==> config.mk <==
export PLATFORM = sky130hd
export DESIGN_NAME = ground_fault_self_test_sequencer
export DESIGN_NICKNAME = d
export VERILOG_FILES = /design/src/gfst_pkg.sv /design/src/gfst_step.sv /design/src/ground_fault_self_test_sequencer.sv
export SDC_FILE = /design/constraint.sdc
export NUM_CORES = 1
export LEC_CHECK = 0
export ABC_AREA = 1
export BUFFER_PORTS_ARGS = -buffer_cell sky130_fd_sc_hd__clkbuf_2
export CORE_MARGIN = 4
export CORE_UTILIZATION = 62
export DETAILED_ROUTE_END_ITERATION = 10
export HOLD_SLACK_MARGIN = 0.05
export PLACE_DENSITY = 0.85
export SLEW_MARGIN = 25
export SYNTH_ARGS = -nofsm -noshare
export SYNTH_HDL_FRONTEND = slang
export SYNTH_SLANG_ARGS = --single-unit
export TNS_END_PERCENT = 20
==> constraint.sdc <==
create_clock -name clk -period 4.5 [get_ports clk]
set_input_delay 0.675 -clock clk [delete_from_list [all_inputs] [get_ports clk]]
set_output_delay 0.675 -clock clk [all_outputs]
set_load 0.01 [all_outputs]
==> src/gfst_pkg.sv <==
package gfst_pkg;

	localparam int unsigned TicksW = 20;
	localparam int unsigned CountW = 8;
	localparam int unsigned CfgIdxW = 3;

	localparam logic [CfgIdxW-1:0] CFG_PULSE_HALF_PERIOD = 3'd0;
	localparam logic [CfgIdxW-1:0] CFG_PULSE_COUNT = 3'd1;
	localparam logic [CfgIdxW-1:0] CFG_POLL_INTERVAL = 3'd2;
	localparam logic [CfgIdxW-1:0] CFG_POLL_LIMIT = 3'd3;
	localparam logic [CfgIdxW-1:0] CFG_BLEED_TIME = 3'd4;

	localparam logic [TicksW-1:0] RST_PULSE_HALF_PERIOD = 20'd8333;
	localparam logic [CountW-1:0] RST_PULSE_COUNT = 8'd100;
	localparam logic [TicksW-1:0] RST_POLL_INTERVAL = 20'd10000;
	localparam logic [CountW-1:0] RST_POLL_LIMIT = 8'd255;
	localparam logic [TicksW-1:0] RST_BLEED_TIME = 20'd500000;

	typedef enum logic [4:0] {
		PH_IDLE      = 5'b00001,
		PH_PULSE     = 5'b00010,
		PH_POLL      = 5'b00100,
		PH_POLL_WAIT = 5'b01000,
		PH_BLEED     = 5'b10000
	} phase_t;

	typedef struct packed {
		logic [TicksW-1:0] pulse_half_period;
		logic [CountW-1:0] pulse_count;
		logic [TicksW-1:0] poll_interval;
		logic [CountW-1:0] poll_limit;
		logic [TicksW-1:0] bleed_time;
	} cfg_t;

	typedef struct packed {
		phase_t            phase;
		logic              previous_sense;
		logic              trip_flag;
		logic              drive_level;
		logic [TicksW-1:0] interval_ticks;
		logic [CountW-1:0] pulse_index;
		logic [CountW-1:0] poll_index;
	} seq_state_t;

	typedef struct packed {
		logic test_drive;
		logic trip_latched;
		logic busy_res;
		logic trip_event;
		logic test_done;
		logic test_passed;
	} result_t;

endpackage

==> src/gfst_step.sv <==
module gfst_step
	import gfst_pkg::*;
(
	input  cfg_t       cfg,
	input  seq_state_t cur,
	input  logic       command,
	input  logic       sense,
	output seq_state_t nxt,
	output result_t    res
);

	logic [TicksW-1:0] half_min;
	logic [TicksW-1:0] poll_min;
	logic [TicksW-1:0] ticks_inc;
	logic [CountW-1:0] pulse_inc;
	logic              event_now;
	logic              done_now;
	logic              passed_now;

	assign half_min = (cfg.pulse_half_period == '0) ? TicksW'(1) : cfg.pulse_half_period;
	assign poll_min = (cfg.poll_interval == '0) ? TicksW'(1) : cfg.poll_interval;
	assign ticks_inc = cur.interval_ticks + TicksW'(1);
	assign pulse_inc = cur.pulse_index + CountW'(1);

	always_comb begin
		nxt = cur;
		event_now = 1'b0;
		done_now = 1'b0;
		passed_now = 1'b0;

		if (sense && !cur.previous_sense && !cur.trip_flag) begin
			nxt.trip_flag = 1'b1;
			if (cur.phase == PH_IDLE) begin
				event_now = 1'b1;
			end
		end
		nxt.previous_sense = sense;

		case (cur.phase)
			PH_IDLE: begin
				if (command) begin
					if (nxt.trip_flag) begin
						done_now = 1'b1;
					end else if (cfg.pulse_count == '0) begin
						nxt.drive_level = 1'b0;
						nxt.phase = PH_POLL;
						nxt.poll_index = '0;
						nxt.interval_ticks = '0;
					end else begin
						nxt.phase = PH_PULSE;
						nxt.pulse_index = '0;
						nxt.interval_ticks = '0;
						nxt.drive_level = !cur.drive_level;
					end
				end
			end
			PH_PULSE: begin
				nxt.interval_ticks = ticks_inc;
				if (ticks_inc >= half_min) begin
					nxt.pulse_index = pulse_inc;
					if (pulse_inc != cfg.pulse_count && !nxt.trip_flag) begin
						nxt.drive_level = !cur.drive_level;
						nxt.interval_ticks = '0;
					end else begin
						nxt.drive_level = 1'b0;
						nxt.phase = PH_POLL;
						nxt.poll_index = '0;
						nxt.interval_ticks = '0;
					end
				end
			end
			PH_POLL, PH_POLL_WAIT: begin
				if (cur.phase == PH_POLL_WAIT) begin
					nxt.interval_ticks = ticks_inc;
				end
				if (cur.phase == PH_POLL || ticks_inc >= poll_min) begin
					nxt.interval_ticks = '0;
					if (cur.poll_index >= cfg.poll_limit || !sense) begin
						nxt.phase = PH_BLEED;
						if (cfg.bleed_time == '0) begin
							done_now = 1'b1;
							passed_now = nxt.trip_flag && !sense;
							nxt.trip_flag = 1'b0;
							nxt.drive_level = 1'b0;
							nxt.phase = PH_IDLE;
						end
					end else begin
						nxt.poll_index = cur.poll_index + CountW'(1);
						nxt.phase = PH_POLL_WAIT;
					end
				end
			end
			PH_BLEED: begin
				nxt.interval_ticks = ticks_inc;
				if (ticks_inc >= cfg.bleed_time) begin
					done_now = 1'b1;
					passed_now = nxt.trip_flag && !sense;
					nxt.trip_flag = 1'b0;
					nxt.drive_level = 1'b0;
					nxt.phase = PH_IDLE;
				end
			end
			default: begin
				nxt.phase = PH_IDLE;
				nxt.drive_level = 1'b0;
			end
		endcase

		res.test_drive = nxt.drive_level;
		res.trip_latched = nxt.trip_flag;
		res.busy_res = (nxt.phase != PH_IDLE);
		res.trip_event = event_now;
		res.test_done = done_now;
		res.test_passed = passed_now;
	end

endmodule

==> src/ground_fault_self_test_sequencer.sv <==
// Channel   Signals                                Direction
// input     in_valid, in_ready, command, sense     request in
// output    out_valid, out_ready, six result bits  request out
// config    cfg_we, cfg_index, cfg_data            write only
//
// Each request is one timebase tick; the next-state logic sits between the
// sequencer state registers and the result register.
// A new request is taken while the result register is empty or being drained,
// so a tick can enter in every cycle. Reset clears the sequencer to idle and
// loads the default register values. A stalled output holds its result and
// blocks input until it is taken.
module ground_fault_self_test_sequencer
	import gfst_pkg::*;
(
	input  logic               clk,
	input  logic               arst_n,
	input  logic               in_valid,
	output logic               in_ready,
	input  logic               command,
	input  logic               sense,
	output logic               out_valid,
	input  logic               out_ready,
	output logic               test_drive,
	output logic               trip_latched,
	output logic               busy_res,
	output logic               trip_event,
	output logic               test_done,
	output logic               test_passed,
	input  logic               cfg_we,
	input  logic [CfgIdxW-1:0] cfg_index,
	input  logic [TicksW-1:0]  cfg_data
);

	cfg_t       cfg_q;
	seq_state_t state_q;
	seq_state_t state_nxt;
	result_t    res_nxt;
	result_t    res_q;
	logic       out_valid_q;
	logic       accept;

	assign in_ready = !out_valid_q || out_ready;
	assign accept = in_valid && in_ready;

	gfst_step u_step (
		.cfg     (cfg_q),
		.cur     (state_q),
		.command (command),
		.sense   (sense),
		.nxt     (state_nxt),
		.res     (res_nxt)
	);

	always_ff @(posedge clk or negedge arst_n) begin
		if (!arst_n) begin
			cfg_q.pulse_half_period <= RST_PULSE_HALF_PERIOD;
			cfg_q.pulse_count <= RST_PULSE_COUNT;
			cfg_q.poll_interval <= RST_POLL_INTERVAL;
			cfg_q.poll_limit <= RST_POLL_LIMIT;
			cfg_q.bleed_time <= RST_BLEED_TIME;
		end else if (cfg_we) begin
			case (cfg_index)
				CFG_PULSE_HALF_PERIOD: cfg_q.pulse_half_period <= cfg_data;
				CFG_PULSE_COUNT: cfg_q.pulse_count <= cfg_data[CountW-1:0];
				CFG_POLL_INTERVAL: cfg_q.poll_interval <= cfg_data;
				CFG_POLL_LIMIT: cfg_q.poll_limit <= cfg_data[CountW-1:0];
				CFG_BLEED_TIME: cfg_q.bleed_time <= cfg_data;
				default: ;
			endcase
		end
	end

	always_ff @(posedge clk or negedge arst_n) begin
		if (!arst_n) begin
			state_q.phase <= PH_IDLE;
			state_q.previous_sense <= 1'b0;
			state_q.trip_flag <= 1'b0;
			state_q.drive_level <= 1'b0;
			state_q.interval_ticks <= '0;
			state_q.pulse_index <= '0;
			state_q.poll_index <= '0;
			out_valid_q <= 1'b0;
		end else begin
			if (accept) begin
				state_q <= state_nxt;
				out_valid_q <= 1'b1;
			end else if (out_ready) begin
				out_valid_q <= 1'b0;
			end
		end
	end

	always_ff @(posedge clk) begin
		if (accept) begin
			res_q <= res_nxt;
		end
	end

	assign out_valid = out_valid_q;
	assign test_drive = res_q.test_drive;
	assign trip_latched = res_q.trip_latched;
	assign busy_res = res_q.busy_res;
	assign trip_event = res_q.trip_event;
	assign test_done = res_q.test_done;
	assign test_passed = res_q.test_passed;

endmodule
==> out/qor.csv, run 1 <==
metric,value,unit
Slew @ Worst Pin,0.685,ns
crit-path cells,ha_1 -> inv_1 -> nor3_2 -> nand2_1 -> nor2_1 -> nand4_1 -> nor2_1 -> nand2_1 -> xor2_1 -> ha_1 -> nand2_1 -> inv_1 -> nand2_1 -> nand2_1 -> nand2_1 -> nand2_1 -> a21oi_1 -> nand3_1 -> o21ai_1 -> inv_1 -> nand2_2 -> nand2_4 -> o21ai_0,
worst setup path endpoint,state_q[21],
PD cells,466,mW/mm^2
cts repair resizes,0,
Worst-Skew Late Latency,0.44,ns
vias per cell,5.52,
CP Max Fanout,16,
routability cong.,0.956,
nets,1181,
Via Count,6981,
Worst R2R Setup Slack,0.51,ns
Tot Pwr,4.18,mW
Crit Reg-Reg Startpoint,state_q[16],
I/O pin count,38,
core area,0.0127,mm^2
Syn Nets,1141,
fraction of registers with async set/reset,95.3,%
Synth top area share,28.6,%
largest net degree at the start of global routing,49,
Total Wirelength,19000,um
Clock Skew,0.00850,ns
Post-Syn Area,0.00804,mm^2
share of layout cells above drive strength 1,14.1,%
die area,0.0149,mm^2
RSZ-0062 raised after global routing,false,
clk buf depth,2,
most common cell in the synthesized netlist,nand2_1,
Routed WL per cell,15.0,um
hold violation total from the final report,0,
Synth Area per Inst,7.73,um^2
initial antenna violation count,0,
post-DP HPWL,14000,um
port buffer count,37,
Layout area overhead,11.4,%
Die Span Y,122,um
residual DRC count,0,
total grt overflow,0,
critical path endpoint category,flip-flop,
Leak,4.73,nW
Setup WS pre-CTS,0.574,ns
Synth cell types,48,
fmax,251,MHz
critical path launch point type,flip-flop,
worst hold path type,input port to async pin,
Worst path slowest cell,dfrtp_1,
"Slew Viols, Final",0,
Final setup viols,0,
first-pass GRT wire length,32400,um
CTS root buf,clkbuf_16,
Final min period,3.99,ns
synth cell count leaders,"282 x nand2_1, 182 x inv_1, 93 x o21ai_0",
yosys warns,0,
Critical path origin,state_q[16],
Die X-Extent,122,um
htree depth,4,
"Reg clk slew, reported paths",0.06,ns
row count,41,
CTS Buf Count,17,
Worst EP arrival,4.33,ns
CTS sink count,127,
Seq cells post-synth,127,
Setup TNS,0,ns
drt pass-1 iters,5,
Setup CP Type,flip-flop to flip-flop,
slew margin rel.,54.2,%
Post-Syn Instances,1040,
Tot GR Track Use,27.9,%
Post-synth EDFFs,6,
Reg2Reg Depth,23,
RR Endpoint,state_q[21],
Inserted Diodes,0,
Post-DRT Antenna Nets,0,
sequential share of the synthesized area,40.3,%
status,"finished, final reports clean",
Post CTS Setup Buffer Count,0,
Synth Flop Type,dfrtp_1,
VDD IR-drop max,383,uV
"Hold-fix buffers, CTS",0,
vias in the first global route,6686,
max_cap viols,0,
"area leader, netlist",dfrtp_1,
Max stage delay on crit path,0.49,ns
synth top area cells,"dfrtp_1 29%, nand2_1 13%, ha_1 11%",
final setup margin,0.514,ns
final worst-path cycle share,88.6,%
Starting Density,63.5,%
Worst EP required,4.85,ns
most frequent CP cell,nand2_1,
CTS tree,done,
first-iteration detailed-routing DRC count,719,
==> worst min-delay path by stage <==
stage / startpoint / to / slack (ns)
after floorplan: arst_n / cfg_q[0] / 0.38
after global placement: cfg_q[14] / cfg_q[14] / 0.47
after detailed placement: cfg_q[14] / cfg_q[14] / 0.47
after CTS: arst_n / state_q[26] / 0.17
after global routing: arst_n / state_q[33] / 0.18
final: arst_n / state_q[33] / 0.16
==> through the flow <==
step | instances | area (um^2) | utilization, % | hold WS, ns
detailed placement | 1233 | 8380 | 66.2 | 0.473
global route | 1265 | 8960 | 70.7 | 0.179
global placement | 1233 | 8380 | 66.1 | 0.465
finish | 1265 | 8960 | 70.7 | 0.156
floorplan | 1040 | 8040 | - | 0.379
CTS | 1265 | 8960 | 70.7 | 0.167
==> cell families (layout without fill, tap and decap cells) <==
kind of cell             count (synthesis)  in the layout  synth area share [%]
AND/OR/NAND/NOR                        457            457                  25.0
adder cells (fa/ha/maj)                 71             71                  11.0
flip-flops                             127            127                  40.3
AO/OA/AOI/OAI                          157            157                  11.4
buffers and inverters                  207            260                  9.97
XOR/XNOR                                21             21                  2.29
==> report_power, final <==
part           switching, mW  leakage (nW)  internal [mW]  total, mW
combinational          0.842          2.89          0.427       1.27
clock                  0.531         0.274          0.805       1.34
sequential             0.171          1.57           1.40       1.57
total                   1.54          4.73           2.64       4.18
==> critical path: cells and delay by family (launching register included) <==
kind / cells / cell delay, ns
buf+inv: 3 / 0.21
fa+ha+maj: 2 / 0.54
simple gates: 14 / 1.72
xor+xnor: 1 / 0.31
compound gates: 3 / 0.60
flops: 1 / 0.49
==> placed cells by master (no fill, tap or decap), types with 2 or more instances in the layout <==
cell / n
nand4_1: 22
o21bai_1: 2
clkbuf_16: 18
nor2_2: 5
dfrtp_1: 92
clkinv_2: 3
edfxtp_1: 6
nor4_1: 8
ha_1: 71
clkinv_4: 3
o22ai_1: 7
nor2b_1: 2
clkinvlp_4: 4
o21ai_1: 4
inv_1: 182
a21oi_1: 19
nor2_1: 50
nor3_2: 2
nor3_4: 2
clkbuf_2: 36
xnor2_1: 2
or2_2: 6
a21oi_2: 3
nand3_1: 56
nand2_2: 5
xor2_1: 19
o21ai_2: 17
a31o_2: 2
a21o_1: 5
dfstp_2: 29
buf_4: 4
nand2_1: 280
inv_2: 4
nor3_1: 11
o21ai_0: 93
==> state kept, by name (all words and copies together) (netlist names) <==
| signal | count |
|---|---|
| trip_latched | 1 |
| trip_event | 1 |
| state_q | 44 |
| busy_res | 1 |
| cfg_q | 76 |
| test_done | 1 |
| out_valid | 1 |
| test_passed | 1 |
| test_drive | 1 |
==> per-layer routing <==
layer / part of all wire (%) / wire (um) / vias to the layer above / track usage, %
met3: 6.6 / 1260 / 49 / 4.92
li1: - / - / 3437 / -
met5: 0 / 0 / - / 0
met4: 2.5 / 477 / 0 / 11.1
met1: 45 / 8590 / 3253 / 39.5
met2: 46 / 8660 / 242 / 42.9
==> layout make-up <==
| type | instances | area, um^2 |
|---|---|---|
| Timing Repair Buffer | 40 | 210 |
| Clock inverter | 12 | 108 |
| Clock buffer | 20 | 468 |
| Inverter | 188 | 711 |
| Sequential cell | 127 | 3240 |
| Fill cell | 1005 | 3710 |
| Tap cell | 172 | 215 |
| Multi-Input combinational cell | 706 | 4000 |
(Power assumes the default switching activity.)
==> inputs of run 2 (changes only) <==
==> constraint.sdc (replaced) <==
create_clock -name clk -period 4.5 [get_ports clk]
set_input_delay 0.45 -clock clk [delete_from_list [all_inputs] [get_ports clk]]
set_output_delay 0.45 -clock clk [all_outputs]
set_load 0.01 [all_outputs]
==> out/qor.csv, run 2 (synthesized netlist as in run 1, its figures left out) <==
metric,value,unit
hold violation total from the final report,0,
CTS sink count,127,
vias in the first global route,6758,
I/O pin count,38,
total grt overflow,0,
share of layout cells above drive strength 1,13.8,%
Worst EP arrival,4.26,ns
Setup TNS,0,ns
Via Count,6955,
Starting Density,63.5,%
critical path endpoint category,flip-flop,
port buffer count,37,
CTS tree,done,
final cell count without fillers,1265,
Die X-Extent,122,um
first-pass GRT wire length,32100,um
vias per cell,5.50,
Worst-Skew Late Latency,0.42,ns
first-iteration detailed-routing DRC count,633,
residual DRC count,0,
Routed WL per cell,15.0,um
Clock Skew,0.00914,ns
WHS,0.0888,ns
CP Max Fanout,16,
Post-DRT Antenna Nets,0,
most frequent cells in the layout,"280 x nand2_1, 182 x inv_1, 93 x o21ai_0",
Final Util,70.9,%
crit-path cells,ha_1 -> inv_1 -> nor3_2 -> nand2_1 -> nor2_1 -> nand4_1 -> nor2_1 -> nand2_1 -> xor2_1 -> ha_1 -> nand2_1 -> inv_1 -> nand2_1 -> nand2_1 -> nand2_1 -> nand2_1 -> a21oi_1 -> nand3_1 -> o21ai_1 -> inv_1 -> nand2_2 -> nand2_4 -> o21ai_0,
max_cap viols,0,
critical path launch point type,flip-flop,
htree depth,4,
row count,41,
Final min period,3.93,ns
# placed instances,1233,
PD cells,467,mW/mm^2
Slew @ Worst Pin,0.735,ns
most frequent CP cell,nand2_1,
fmax,255,MHz
Setup CP Type,flip-flop to flip-flop,
Total Wirelength,18900,um
die area,0.0149,mm^2
Regs by FF count,"cfg_q x76, state_q x44",
drt pass-1 iters,6,
CTS Buf Count,17,
cts repair resizes,0,
post-DP HPWL,14000,um
Die Span Y,122,um
Inserted Diodes,0,
Final setup viols,0,
Tot Pwr,4.20,mW
slew margin rel.,51.0,%
clk buf depth,2,
"Slew Viols, Final",0,
RSZ-0062 raised after global routing,false,
Tot GR Track Use,27.5,%
CP top delay family,simple AND/OR/NAND/NOR gates,
initial antenna violation count,0,
Max stage delay on crit path,0.48,ns
Layout area overhead,11.7,%
Biggest register,cfg_q,
"commonest non-fill, non-tap cell in the layout",nand2_1,
critical path buffer and inverter count,3,
"Hold-fix buffers, CTS",0,
Worst EP required,4.83,ns
core area,0.0127,mm^2
number of flip-flops under the largest register name,76,
worst hold path type,input port to async pin,
nets,1181,
VDD IR-drop max,333,uV
Leak,4.74,nW
"Reg clk slew, reported paths",0.06,ns
largest net degree at the start of global routing,60,
CTS root buf,clkbuf_16,
status,"finished, final reports clean",
final worst-path cycle share,87.3,%
Post CTS Setup Buffer Count,0,
routability cong.,0.940,
Worst path slowest cell,dfrtp_1,
## run 2: changes by cell type in the layout (fill, tap and decap cells not counted), sizes merged
cell      delta
clkbuf       +4
clkinv       -2
inv          -2
bufinv       +1
clkinvlp     -1
## run 2: area by class of cell
class | instances | area [um^2]
clock buffers | 24 | 493
clock inverters | 8 | 105
flip-flops and latches | 127 | 3240
repair buffers | 40 | 210
inverters | 188 | 711
fillers | 1007 | 3690
well taps | 172 | 215
multi-input cells | 706 | 4000
## run 2: worst register-to-register path, delay by kind of cell, from the launching register on
family | cells | cell delay, ns
buffers and inverters | 3 | 0.20
and+or+nand+nor | 14 | 1.70
AOI/OAI and AO/OA | 3 | 0.59
DFF | 1 | 0.48
adders and majority gates | 2 | 0.54
xor gates and xnor gates | 1 | 0.30
## run 2: path summary, 6_finish.rpt
kind | from | endpoint | slack [ns] | depth (start not counted)
min in group clk | cfg_data[9] | cfg_q[37] | 0.27 | 3
max in group asynchronous | arst_n | cfg_q[37] | 3.42 | 2
setup / recovery | state_q[16] | state_q[24] | 0.57 | 23
hold / removal | arst_n | cfg_q[70] | 0.09 | 1
setup reg to reg | state_q[16] | state_q[24] | 0.57 | 23
hold reg to reg | cfg_q[70] | cfg_q[70] | 0.49 | 2
## run 2: through the flow
stage               setup WS (ns)  area (um^2)
floorplan                    1.24         8040
global placement            0.851         8380
detailed placement          0.643         8380
CTS                         0.589         8980
global route                0.169         8980
finish                      0.571         8980
## run 2: routing by layer
metal / wire (um) / global-route usage (%)
met5: 0 / 0
met4: 377 / 10.4
met3: 1360 / 6.45
met2: 8600 / 42.5
met1: 8590 / 37.9
## run 2: power by group
part	switching, mW	internal [mW]	total, mW
Combinational	0.820	0.423	1.24
Sequential	0.172	1.40	1.58
Clock	0.500	0.878	1.38
Total	1.49	2.70	4.20
